**src/hdl/frc_pkg.sv**
```systemverilog
// Shared types, constants and helpers for the fog relay cycle controller.
`default_nettype none

package frc_pkg;

    // Millisecond ticks in one second of a timer phase
    localparam int unsigned TICKS_PER_SECOND = 1000;

    // Phase countdown ceiling in ticks (26 bits)
    localparam logic [25:0] CD_MAX = 26'h3FF_FFFF;

    // The countdown is held as whole seconds plus a sub-second tick count
    localparam int SUB_W = (TICKS_PER_SECOND > 1) ? $clog2(TICKS_PER_SECOND) : 1;
    localparam logic [25:0] SEC_LIMIT = 26'(CD_MAX / TICKS_PER_SECOND);
    localparam logic [SUB_W-1:0] SUB_AT_LIMIT = SUB_W'(CD_MAX % TICKS_PER_SECOND);
    localparam logic [SUB_W-1:0] SUB_TOP = SUB_W'(TICKS_PER_SECOND - 1);

    // Configuration reset values
    localparam logic [9:0]  HOT_RESET   = 10'd600;
    localparam logic [9:0]  COLD_RESET  = 10'd100;
    localparam logic [15:0] QUICK_RESET = 16'd2000;

    // Most results one item can cause
    localparam int MSG_SLOTS = 4;

    typedef enum logic [2:0] {
        CMD_TICK   = 3'd0,
        CMD_LOCK   = 3'd1,
        CMD_UNLOCK = 3'd2,
        CMD_QUICK  = 3'd3,
        CMD_MANUAL = 3'd4,
        CMD_RESET  = 3'd5,
        CMD_REFRESH = 3'd6,
        CMD_TIMER  = 3'd7
    } cmd_t;

    typedef enum logic [2:0] {
        MSG_READY    = 3'd0,
        MSG_COLD     = 3'd1,
        MSG_LOCKED   = 3'd2,
        MSG_UNLOCKED = 3'd3,
        MSG_FOG      = 3'd4,
        MSG_MANUAL   = 3'd5,
        MSG_RESET    = 3'd6,
        MSG_TIMER    = 3'd7
    } msg_t;

    typedef enum logic [1:0] {
        CFG_HOT   = 2'd0,
        CFG_COLD  = 2'd1,
        CFG_QUICK = 2'd2,
        CFG_NONE  = 2'd3
    } cfg_idx_t;

    // Classified item as it waits in the queue
    typedef struct packed {
        cmd_t        cmd;
        logic [9:0]  sample;
        logic [15:0] on_s;
        logic [15:0] off_s;
        logic        lens_ok;
    } item_t;

    // Configuration values seen by the executor
    typedef struct packed {
        logic [9:0]  hot;
        logic [9:0]  cold;
        logic [15:0] quick_ms;
    } cfg_t;

    // Phase countdown in seconds and sub-second ticks
    typedef struct packed {
        logic [15:0]      sec;
        logic [SUB_W-1:0] sub;
    } phase_t;

    // Load a phase of the given length, saturating at the countdown ceiling
    function automatic phase_t phase_load(input logic [15:0] secs);
        phase_t p;
        if ({10'd0, secs} > SEC_LIMIT)
        begin
            p.sec = SEC_LIMIT[15:0];
            p.sub = SUB_AT_LIMIT;
        end
        else
        begin
            p.sec = secs;
            p.sub = '0;
        end
        return p;
    endfunction

endpackage

`default_nettype wire

```
**src/hdl/frc_front.sv**
```systemverilog
// Front end: accepts input transfers, classifies them and queues them.
`default_nettype none

module frc_front (
    input  wire logic          clk,
    input  wire logic          rst_n,
    input  wire logic          s_tvalid,
    output logic               s_tready,
    input  wire logic [47:0]   s_tdata,  // heat_sample[9:0], on_seconds[25:10], off_seconds[41:26]
    input  wire logic [7:0]    s_tuser,  // command[2:0]
    output logic               q_valid,
    output frc_pkg::item_t     q_item,
    input  wire logic          q_pop
);
    import frc_pkg::*;

    item_t      queue_reg [2];
    logic [1:0] cnt_reg, cnt_next;
    logic       wr_ptr_reg, rd_ptr_reg;
    logic       push;
    item_t      item_in;

    // Classify the incoming transfer
    always_comb
    begin
        item_in.cmd     = cmd_t'(s_tuser[2:0]);
        item_in.sample  = s_tdata[9:0];
        item_in.on_s    = s_tdata[25:10];
        item_in.off_s   = s_tdata[41:26];
        item_in.lens_ok = (s_tdata[25:10] != 16'd0) && (s_tdata[41:26] != 16'd0);
    end

    assign s_tready = (cnt_reg != 2'd2);
    assign push     = s_tvalid && s_tready;
    assign q_valid  = (cnt_reg != 2'd0);
    assign q_item   = queue_reg[rd_ptr_reg];

    // Occupancy
    always_comb
    begin
        cnt_next = cnt_reg;
        if (push && !(q_pop && q_valid))
            cnt_next = cnt_reg + 2'd1;
        else if (!push && q_pop && q_valid)
            cnt_next = cnt_reg - 2'd1;
    end

    // Queue pointers
    always_ff @(posedge clk or negedge rst_n)
    begin
        if (!rst_n)
        begin
            cnt_reg    <= 2'd0;
            wr_ptr_reg <= 1'b0;
            rd_ptr_reg <= 1'b0;
        end
        else
        begin
            cnt_reg <= cnt_next;
            if (push)
                wr_ptr_reg <= !wr_ptr_reg;
            if (q_pop && q_valid)
                rd_ptr_reg <= !rd_ptr_reg;
        end
    end

    // Queue storage
    always_ff @(posedge clk)
    begin
        if (push)
            queue_reg[wr_ptr_reg] <= item_in;
    end

endmodule

`default_nettype wire

```
**src/hdl/frc_back.sv**
```systemverilog
// Back end: executes queued items, keeps the machine state and emits messages.
`default_nettype none

module frc_back (
    input  wire logic          clk,
    input  wire logic          rst_n,
    input  wire frc_pkg::cfg_t cfg,
    input  wire logic          q_valid,
    input  wire frc_pkg::item_t q_item,
    output logic               q_pop,
    output logic               m_tvalid,
    input  wire logic          m_tready,
    output logic [23:0]        m_tdata,  // relay_on[0], seconds_left[16:1]
    output logic [7:0]         m_tuser,  // message[2:0]
    output logic               m_tlast
);
    import frc_pkg::*;

    // Machine state
    logic             locked_reg, locked_next;
    logic             fogging_reg, fogging_next;
    logic             timer_active_reg, timer_active_next;
    logic             quick_active_reg, quick_active_next;
    logic             heated_reg, heated_next;
    logic [9:0]       last_sample_reg, last_sample_next;
    phase_t           phase_reg, phase_next;
    logic [15:0]      quick_cnt_reg, quick_cnt_next;
    logic [15:0]      on_len_reg, on_len_next;
    logic [15:0]      off_len_reg, off_len_next;

    // Message buffer for the item in progress
    msg_t             buf_msg_reg  [MSG_SLOTS];
    logic [15:0]      buf_secs_reg [MSG_SLOTS];
    logic             buf_relay_reg;
    logic [2:0]       buf_cnt_reg;
    logic [1:0]       buf_idx_reg;

    // Output register
    logic             m_valid_reg;
    logic             m_relay_reg;
    msg_t             m_msg_reg;
    logic [15:0]      m_secs_reg;
    logic             m_last_reg;

    // Executor results
    msg_t             mc [MSG_SLOTS];
    logic [15:0]      ms [MSG_SLOTS];
    logic [2:0]       n;
    logic             busy, load, last_one;
    phase_t           ld;

    assign busy     = (buf_cnt_reg != 3'd0);
    assign q_pop    = q_valid && !busy;
    assign load     = busy && (!m_valid_reg || m_tready);
    assign last_one = ({1'b0, buf_idx_reg} == (buf_cnt_reg - 3'd1));

    // Execute one item: next state and its list of messages
    always_comb
    begin
        locked_next       = locked_reg;
        fogging_next      = fogging_reg;
        timer_active_next = timer_active_reg;
        quick_active_next = quick_active_reg;
        heated_next       = heated_reg;
        last_sample_next  = last_sample_reg;
        phase_next        = phase_reg;
        quick_cnt_next    = quick_cnt_reg;
        on_len_next       = on_len_reg;
        off_len_next      = off_len_reg;
        ld                = phase_load(16'd0);
        n                 = 3'd0;
        for (int i = 0; i < MSG_SLOTS; i++)
        begin
            mc[i] = MSG_READY;
            ms[i] = 16'd0;
        end

        case (q_item.cmd)
            CMD_TICK:
            begin
                last_sample_next = q_item.sample;
                // timer phase
                if (timer_active_next)
                begin
                    if (phase_next.sec != 16'd0 || phase_next.sub != '0)
                    begin
                        if (phase_next.sub != '0)
                            phase_next.sub = phase_next.sub - SUB_W'(1);
                        else
                        begin
                            phase_next.sec = phase_next.sec - 16'd1;
                            phase_next.sub = SUB_TOP;
                        end
                    end
                    else if (!fogging_next && heated_next)
                    begin
                        fogging_next = 1'b1;
                        ld           = phase_load(on_len_next);
                        phase_next   = ld;
                        mc[n[1:0]]   = MSG_FOG;
                        n            = n + 3'd1;
                    end
                    else
                    begin
                        fogging_next = 1'b0;
                        ld           = phase_load(off_len_next);
                        phase_next   = ld;
                        mc[n[1:0]]   = MSG_TIMER;
                        ms[n[1:0]]   = off_len_next;
                        n            = n + 3'd1;
                    end
                end
                // quick burst
                if (quick_active_next)
                begin
                    if (quick_cnt_next <= 16'd1)
                    begin
                        quick_active_next = 1'b0;
                        quick_cnt_next    = 16'd0;
                        if (timer_active_next)
                        begin
                            mc[n[1:0]] = MSG_TIMER;
                            ms[n[1:0]] = phase_next.sec;
                        end
                        else
                            mc[n[1:0]] = MSG_RESET;
                        n            = n + 3'd1;
                        fogging_next = 1'b0;
                    end
                    else
                        quick_cnt_next = quick_cnt_next - 16'd1;
                end
                // heat hysteresis
                if (q_item.sample > cfg.hot && !heated_next)
                begin
                    heated_next = 1'b1;
                    mc[n[1:0]]  = MSG_READY;
                    n           = n + 3'd1;
                    if (fogging_next)
                    begin
                        mc[n[1:0]] = timer_active_next ? MSG_FOG : MSG_MANUAL;
                        n          = n + 3'd1;
                    end
                end
                else if (q_item.sample < cfg.cold && heated_next)
                begin
                    heated_next = 1'b0;
                    mc[n[1:0]]  = MSG_COLD;
                    n           = n + 3'd1;
                end
            end
            CMD_LOCK:
            begin
                if (!locked_reg)
                begin
                    locked_next       = 1'b1;
                    timer_active_next = 1'b0;
                    fogging_next      = 1'b0;
                    phase_next        = phase_load(16'd0);
                    mc[0]             = MSG_LOCKED;
                    n                 = 3'd1;
                end
            end
            CMD_UNLOCK:
            begin
                if (locked_reg)
                begin
                    locked_next = 1'b0;
                    mc[0]       = MSG_UNLOCKED;
                    n           = 3'd1;
                end
            end
            CMD_QUICK:
            begin
                if (!locked_reg && heated_reg && !quick_active_reg)
                begin
                    fogging_next      = 1'b1;
                    quick_active_next = 1'b1;
                    quick_cnt_next    = cfg.quick_ms;
                    mc[0]             = MSG_FOG;
                    n                 = 3'd1;
                end
            end
            CMD_MANUAL:
            begin
                if (!locked_reg && heated_reg && !timer_active_reg)
                begin
                    fogging_next = !fogging_reg;
                    mc[0]        = fogging_reg ? MSG_RESET : MSG_MANUAL;
                    n            = 3'd1;
                end
            end
            CMD_RESET:
            begin
                timer_active_next = 1'b0;
                fogging_next      = 1'b0;
                phase_next        = phase_load(16'd0);
                mc[0]             = MSG_RESET;
                n                 = 3'd1;
            end
            CMD_REFRESH:
            begin
                if (last_sample_reg > cfg.hot)
                begin
                    mc[0] = MSG_READY;
                    n     = 3'd1;
                end
                else if (last_sample_reg < cfg.cold)
                begin
                    mc[0] = MSG_COLD;
                    n     = 3'd1;
                end
                if (locked_reg)
                    mc[n[1:0]] = MSG_LOCKED;
                else if (fogging_reg)
                    mc[n[1:0]] = MSG_FOG;
                else if (timer_active_reg)
                begin
                    mc[n[1:0]] = MSG_TIMER;
                    ms[n[1:0]] = phase_reg.sec;
                end
                else
                    mc[n[1:0]] = MSG_RESET;
                n = n + 3'd1;
            end
            CMD_TIMER:
            begin
                if (!locked_reg && heated_reg && q_item.lens_ok)
                begin
                    timer_active_next = 1'b1;
                    on_len_next       = q_item.on_s;
                    off_len_next      = q_item.off_s;
                    fogging_next      = 1'b0;
                    phase_next        = phase_load(q_item.off_s);
                    mc[0]             = MSG_TIMER;
                    ms[0]             = q_item.off_s;
                    n                 = 3'd1;
                end
            end
            default:
            begin
                n = 3'd0;
            end
        endcase
    end

    // State and buffer control
    always_ff @(posedge clk or negedge rst_n)
    begin
        if (!rst_n)
        begin
            locked_reg       <= 1'b0;
            fogging_reg      <= 1'b0;
            timer_active_reg <= 1'b0;
            quick_active_reg <= 1'b0;
            heated_reg       <= 1'b0;
            last_sample_reg  <= 10'd0;
            phase_reg        <= '0;
            quick_cnt_reg    <= 16'd0;
            on_len_reg       <= 16'd0;
            off_len_reg      <= 16'd0;
            buf_cnt_reg      <= 3'd0;
            buf_idx_reg      <= 2'd0;
            m_valid_reg      <= 1'b0;
        end
        else
        begin
            if (q_pop)
            begin
                locked_reg       <= locked_next;
                fogging_reg      <= fogging_next;
                timer_active_reg <= timer_active_next;
                quick_active_reg <= quick_active_next;
                heated_reg       <= heated_next;
                last_sample_reg  <= last_sample_next;
                phase_reg        <= phase_next;
                quick_cnt_reg    <= quick_cnt_next;
                on_len_reg       <= on_len_next;
                off_len_reg      <= off_len_next;
                buf_cnt_reg      <= n;
                buf_idx_reg      <= 2'd0;
            end
            else if (load)
            begin
                if (last_one)
                begin
                    buf_cnt_reg <= 3'd0;
                    buf_idx_reg <= 2'd0;
                end
                else
                    buf_idx_reg <= buf_idx_reg + 2'd1;
            end

            if (load)
                m_valid_reg <= 1'b1;
            else if (m_tready)
                m_valid_reg <= 1'b0;
        end
    end

    // Buffer and output payload
    always_ff @(posedge clk)
    begin
        if (q_pop)
        begin
            buf_relay_reg <= fogging_next;
            for (int i = 0; i < MSG_SLOTS; i++)
            begin
                buf_msg_reg[i]  <= mc[i];
                buf_secs_reg[i] <= ms[i];
            end
        end
        if (load)
        begin
            m_relay_reg <= buf_relay_reg;
            m_msg_reg   <= buf_msg_reg[buf_idx_reg];
            m_secs_reg  <= buf_secs_reg[buf_idx_reg];
            m_last_reg  <= last_one;
        end
    end

    assign m_tvalid = m_valid_reg;
    assign m_tdata  = {7'd0, m_secs_reg, m_relay_reg};
    assign m_tuser  = {5'd0, m_msg_reg};
    assign m_tlast  = m_last_reg;

    // Checks
    a_buf_cnt: assert property (@(posedge clk) disable iff (!rst_n)
        buf_cnt_reg <= 3'd4)
        else $error("message buffer count out of range");

    a_buf_idx: assert property (@(posedge clk) disable iff (!rst_n)
        busy |-> ({1'b0, buf_idx_reg} < buf_cnt_reg))
        else $error("message index past buffer count");

    a_quick_idle: assert property (@(posedge clk) disable iff (!rst_n)
        !quick_active_reg |-> (quick_cnt_reg == 16'd0))
        else $error("quick countdown left over after burst");

    a_lock_timer: assert property (@(posedge clk) disable iff (!rst_n)
        locked_reg |-> !timer_active_reg)
        else $error("timer running while locked");

endmodule

`default_nettype wire

```
**src/hdl/fog_relay_cycle_controller.sv**
```systemverilog
// Top level of the fog relay cycle controller: configuration registers and core.
`default_nettype none

// Relay controller for a heated fog machine. Each input transfer is a
// millisecond tick (carrying a heater sample) or a command; each produces
// zero to four status transfers, the last one flagged with tlast, all
// carrying the relay state left by that input. Inputs are queued two deep
// and then executed. An item holds the executor for its execute step
// alone when it produces no status transfer, and otherwise also until its
// last status transfer has been loaded into the output register; one
// transfer leaves the output register per cycle while the receiver is
// ready, and a new input is taken every cycle while the queue has room.
// Timer phases count down in whole seconds plus sub-second ticks, so
// remaining seconds need no divider. Thresholds and burst length are
// written over the APB port at 0x0, 0x4 and 0x8.

module fog_relay_cycle_controller (
    input  wire logic          clk,
    input  wire logic          rst_n,
    input  wire logic          s_tvalid,
    output logic               s_tready,
    input  wire logic [47:0]   s_tdata,  // heat_sample[9:0], on_seconds[25:10], off_seconds[41:26]
    input  wire logic [7:0]    s_tuser,  // command[2:0]
    output logic               m_tvalid,
    input  wire logic          m_tready,
    output logic [23:0]        m_tdata,  // relay_on[0], seconds_left[16:1]
    output logic [7:0]         m_tuser,  // message[2:0]
    output logic               m_tlast,
    input  wire logic          psel,
    input  wire logic          penable,
    input  wire logic          pwrite,
    input  wire logic [3:0]    paddr,
    input  wire logic [31:0]   pwdata,
    output logic [31:0]        prdata,
    output logic               pready
);
    import frc_pkg::*;

    logic [9:0]  hot_reg;
    logic [9:0]  cold_reg;
    logic [15:0] quick_ms_reg;
    cfg_idx_t    cfg_sel;
    logic        cfg_wr;
    cfg_t        cfg;
    logic        q_valid;
    item_t       q_item;
    logic        q_pop;

    assign pready  = 1'b1;
    assign cfg_sel = cfg_idx_t'(paddr[3:2]);
    assign cfg_wr  = psel && penable && pwrite && pready;

    // Configuration registers
    always_ff @(posedge clk or negedge rst_n)
    begin
        if (!rst_n)
        begin
            hot_reg      <= HOT_RESET;
            cold_reg     <= COLD_RESET;
            quick_ms_reg <= QUICK_RESET;
        end
        else if (cfg_wr)
        begin
            case (cfg_sel)
                CFG_HOT:   hot_reg      <= pwdata[9:0];
                CFG_COLD:  cold_reg     <= pwdata[9:0];
                CFG_QUICK: quick_ms_reg <= pwdata[15:0];
                default:   ;
            endcase
        end
    end

    // Register read back
    always_comb
    begin
        case (cfg_sel)
            CFG_HOT:   prdata = {22'd0, hot_reg};
            CFG_COLD:  prdata = {22'd0, cold_reg};
            CFG_QUICK: prdata = {16'd0, quick_ms_reg};
            default:   prdata = 32'd0;
        endcase
    end

    assign cfg.hot      = hot_reg;
    assign cfg.cold     = cold_reg;
    assign cfg.quick_ms = quick_ms_reg;

    frc_front u_front (
        .clk      (clk),
        .rst_n    (rst_n),
        .s_tvalid (s_tvalid),
        .s_tready (s_tready),
        .s_tdata  (s_tdata),
        .s_tuser  (s_tuser),
        .q_valid  (q_valid),
        .q_item   (q_item),
        .q_pop    (q_pop)
    );

    frc_back u_back (
        .clk      (clk),
        .rst_n    (rst_n),
        .cfg      (cfg),
        .q_valid  (q_valid),
        .q_item   (q_item),
        .q_pop    (q_pop),
        .m_tvalid (m_tvalid),
        .m_tready (m_tready),
        .m_tdata  (m_tdata),
        .m_tuser  (m_tuser),
        .m_tlast  (m_tlast)
    );

endmodule

`default_nettype wire

```
**config.mk**
```make
export PLATFORM = sky130hd
export DESIGN_NAME = fog_relay_cycle_controller
export DESIGN_NICKNAME = d
export VERILOG_FILES = /design/src/hdl/frc_pkg.sv /design/src/hdl/frc_front.sv /design/src/hdl/frc_back.sv /design/src/hdl/fog_relay_cycle_controller.sv
export SDC_FILE = /design/constraint.sdc
export NUM_CORES = 1
export LEC_CHECK = 0
export BUFFER_PORTS_ARGS = -buffer_cell sky130_fd_sc_hd__buf_2
export CAP_MARGIN = 15
export CORE_MARGIN = 2
export CORE_UTILIZATION = 52
export DETAILED_ROUTE_END_ITERATION = 10
export GPL_ROUTABILITY_DRIVEN = 0
export GPL_TIMING_DRIVEN = 0
export PLACE_DENSITY = 0.82
export SKIP_CTS_REPAIR_TIMING = 1
export SLEW_MARGIN = 15
export SYNTH_ARGS = -nofsm -noshare
export SYNTH_HDL_FRONTEND = slang
export SYNTH_SLANG_ARGS = --single-unit
export TNS_END_PERCENT = 1
```
**constraint.sdc**
```tcl
create_clock -name clk -period 11.7 [get_ports clk]
set_input_delay 2.34 -clock clk [delete_from_list [all_inputs] [get_ports clk]]
set_output_delay 2.34 -clock clk [all_outputs]
set_load 0.01 [all_outputs]
```
==> impl_summary.md <==
Run status
The run finished with clean final reports.

CTS
TritonCTS built the clock tree. Clock-pin slew was measured on the worst setup and hold paths at 60 ps. The master cell of the clock root buffer is sky130_fd_sc_hd__clkbuf_16. The clock reaches the later pin of the worst-skew pair after about 560 ps. The clock net in this run drives a total of between 200 and 300 sinks.

Counting the buffers created by CTS gives 29. In this run the number of H-tree levels came out at 1. The clock passes through at most 3 buffers.

Placed design
The count of port buffers added during placement is 107. The cell total after placement is 1883. Detailed placement ended at an HPWL of 26900 µm.

STA
The final worst-path cycle share is 0.526. Measured against its own limit, the worst slew margin works out to 0.164. Setup repair after global routing left no endpoint under its margin. The clock skew after layout is 13.1 ps. The final setup TNS is 0 ps.

The number of max-slew violations in the final report is 0. The highest clock frequency the design can meet is 163 MHz. The hold violation count in the final report is 0. Setup violations remaining at the end of the flow were counted as 0. The time the final worst path needs with I/O delays and setup is roughly 6100 ps. The slew of the pin with the lowest slew margin is 1240 ps.

Layout
The fraction of layout instances using a drive strength above 1 is 0.186. The area growth from synthesis to final layout is 15.1%. The repair_antennas step left the layout with diodes totalling 0. Leaving out filler cells and counting taps, the final layout contains 1937. The post-layout net count is 1684. The register with the most flip-flops in the layout has 92 of them. The layout has 2313 filler cells. The utilization after layout is 0.605.

Die
The total die area is slightly above 0.03 mm². 167 I/O pins were placed. The area of the core is 0.0285 mm². For this configuration, the core starts out at a cell density of 0.526.

The die is 174 µm wide. The floorplan has 62 rows. From bottom edge to top edge, the die measures 174 µm.

Setup path
Data on the critical path is required at its endpoint by 9360 ps. The buffer and inverter count on the worst path is 3. The type of the worst setup path is input pin to output port. The delay of the slowest critical-path stage is 620 ps. In this run the worst path has a maximum fanout of 10. On the critical path the largest part of the delay comes from buffers and inverters. The critical path capture point type is an output port.

The signal on the critical path passes through clkbuf_1 > clkbuf_1 > mux2i_1 > o21ai_0 > buf_2. The arrival time of the worst setup path is 3810 ps. STA classifies the critical path startpoint as an input pin. For this design, the slowest cell found on the critical path is sky130_fd_sc_hd__clkbuf_1.

Counting stages on the worst path, the most repeated cell is sky130_fd_sc_hd__clkbuf_1.

Synth
Among all flip-flop cells after synthesis, the most frequent one is sky130_fd_sc_hd__edfxtp_1. The number of warning messages in the yosys log is 0. For this run, the register share of the synthesized area comes to 0.538. The dominant cell type by area after synthesis is sky130_fd_sc_hd__edfxtp_1. Yosys attributes the largest share of cell area to sky130_fd_sc_hd__edfxtp_1, sky130_fd_sc_hd__dfrtp_1, sky130_fd_sc_hd__mux2i_1, sky130_fd_sc_hd__ha_1, sky130_fd_sc_hd__mux2_2.

The distinct cell type count after synthesis is 77. The synthesized design contains ~290 register bits. After technology mapping, the gate count stands at approximately 1400.

The cell with the most instances after synthesis is sky130_fd_sc_hd__edfxtp_1. The area fraction of the dominant cell type after synthesis is 0.312. Dividing the synthesized area by the synthesized cell count gives 11.0 µm². Of all flip-flops after synthesis, the portion carrying an async set or reset was 0.464. The post-synthesis instance area is 0.0150 mm². After synthesis, the most frequently instantiated cells are sky130_fd_sc_hd__edfxtp_1, sky130_fd_sc_hd__o21ai_0, sky130_fd_sc_hd__nand2_1. The synthesized design contains 156 enable-type register cells.

Hold path
The min-delay analysis places its worst path in the category flip-flop to flip-flop.

Drt
The detailed router finished its first iteration with about 1200 violations. Wires add up to 37200 µm. The via count normalized by instance count is 6.06.

In the detailed route, the total length drawn on met2 is roughly 16000 µm. Routed signal wires occupy layers up through met5. After detailed routing, the number of remaining DRC violations is 0.

The total number of vias is 11734. The remaining antenna violation count is 0. Dividing the detail-routed wire length by the instance count gives 19.2 µm. The detailed-routed wire length on met3 is 3720 µm. The pre-antenna-repair detailed-routing pass consisted of 6 iterations. The wire length the detailed router placed on met1 is 15700 µm.

Global routing
The residual overflow from global routing is 0. The number of global-route vias before repair was 11159. The first-pass GRT wire length is around 60000 µm. The initial antenna violation count is 2.

The overall fraction of global-route tracks in use is 0.244. The pin count of the biggest net entering global routing is 75.

Power and ir drop
VDD sags by at most between 0.0001 and 0.00015 V. The analysis attributes to cell leakage a power of 0.00695 µW. The total power density per cell area is 156 mW/mm².

Job
The number of violations of the max-capacitance limit is 0.
## metal layers
metal | track usage | vias to the layer above
li1 | - | 5344
met1 | 0.348 | 5583
met2 | 0.375 | 682
met3 | 0.0461 | 123
met4 | 0.0823 | 2
met5 | 0.00801 | -
## path summary, 6_finish.rpt
kind	from	to	slack (ps)	cells after the start
worst max-delay path	paddr[2]	prdata[2]	5550	5
min in group asynchronous	rst_n	cold_reg[3]	1710	1
worst min-delay path	u_back.buf_relay_reg	u_back.m_relay_reg	430	0
worst min register to register	u_back.buf_relay_reg	u_back.m_relay_reg	430	0
worst max register to register	u_back.phase_reg[16]	u_back.buf_msg_reg[0][2]	7060	14
max in group asynchronous	rst_n	u_back.off_len_reg[13]	9260	2
## cells in the final DEF, fill, tap and decap left out, drive strengths merged, types with 11 or more instances in the layout
cell / n
nor2: 91
dfstp: 13
nor4: 22
dfrtp: 122
nand3: 23
a22oi: 14
o21ai: 136
edfxtp: 156
a211oi: 15
mux2i: 80
mux2: 61
ha: 55
conb: 29
and2: 11
a21oi: 61
nor3: 38
inv: 46
nand2: 126
buf: 156
clkbuf: 95
## worst reg2reg max path: cells and delay by family (launching register included)
| family | cells | cell delay, ps |
|---|---|---|
| flip-flops | 1 | 390 |
| adder cells (fa/ha/maj) | 2 | 530 |
| buffers and inverters | 3 | 450 |
| AND/OR/NAND/NOR | 6 | 2200 |
| AO/OA/AOI/OAI | 3 | 830 |
## cell families after synthesis
kind of cell             synth area share
AND/OR/NAND/NOR                     0.122
AO/OA/AOI/OAI                       0.137
flip-flops                          0.538
buffers and inverters              0.0456
multiplexers                        0.102
adder cells (fa/ha/maj)            0.0459
XOR/XNOR                          0.00759
other                            0.000500
## cell type report
type / count / area, µm² / area share
Tap cell: 384 / 480 / 0.0278
Multi-Input combinational cell: 950 / 6370 / 0.369
Clock buffer: 38 / 810 / 0.0469
Clock inverter: 16 / 200 / 0.0116
Buffer: 102 / 517 / 0.0299
Sequential cell: 291 / 8080 / 0.468
Inverter: 45 / 169 / 0.00978
Timing Repair Buffer: 111 / 641 / 0.0371
## stage by stage
step           hold WS [ps]  setup slack (ps)  total power, µW  cell area (µm²)
2_1_floorplan           400              5980             1560            15100
3_3_place_gp            405              5610             1690            16100
3_5_place_dp            419              5580             1730            16200
4_1_cts                 435              5580             2700            17200
5_1_grt                 453              5420             2800            17300
6_report                429              5550             2690            17300
## power by group
group          switching (µW)  leakage [µW]  internal, µW
clock network             395      0.000495           577
logic                     266       0.00332           164
registers                53.5       0.00314          1230
total                     715       0.00695          1970
Note: power is estimated with default switching activity, not from simulation.
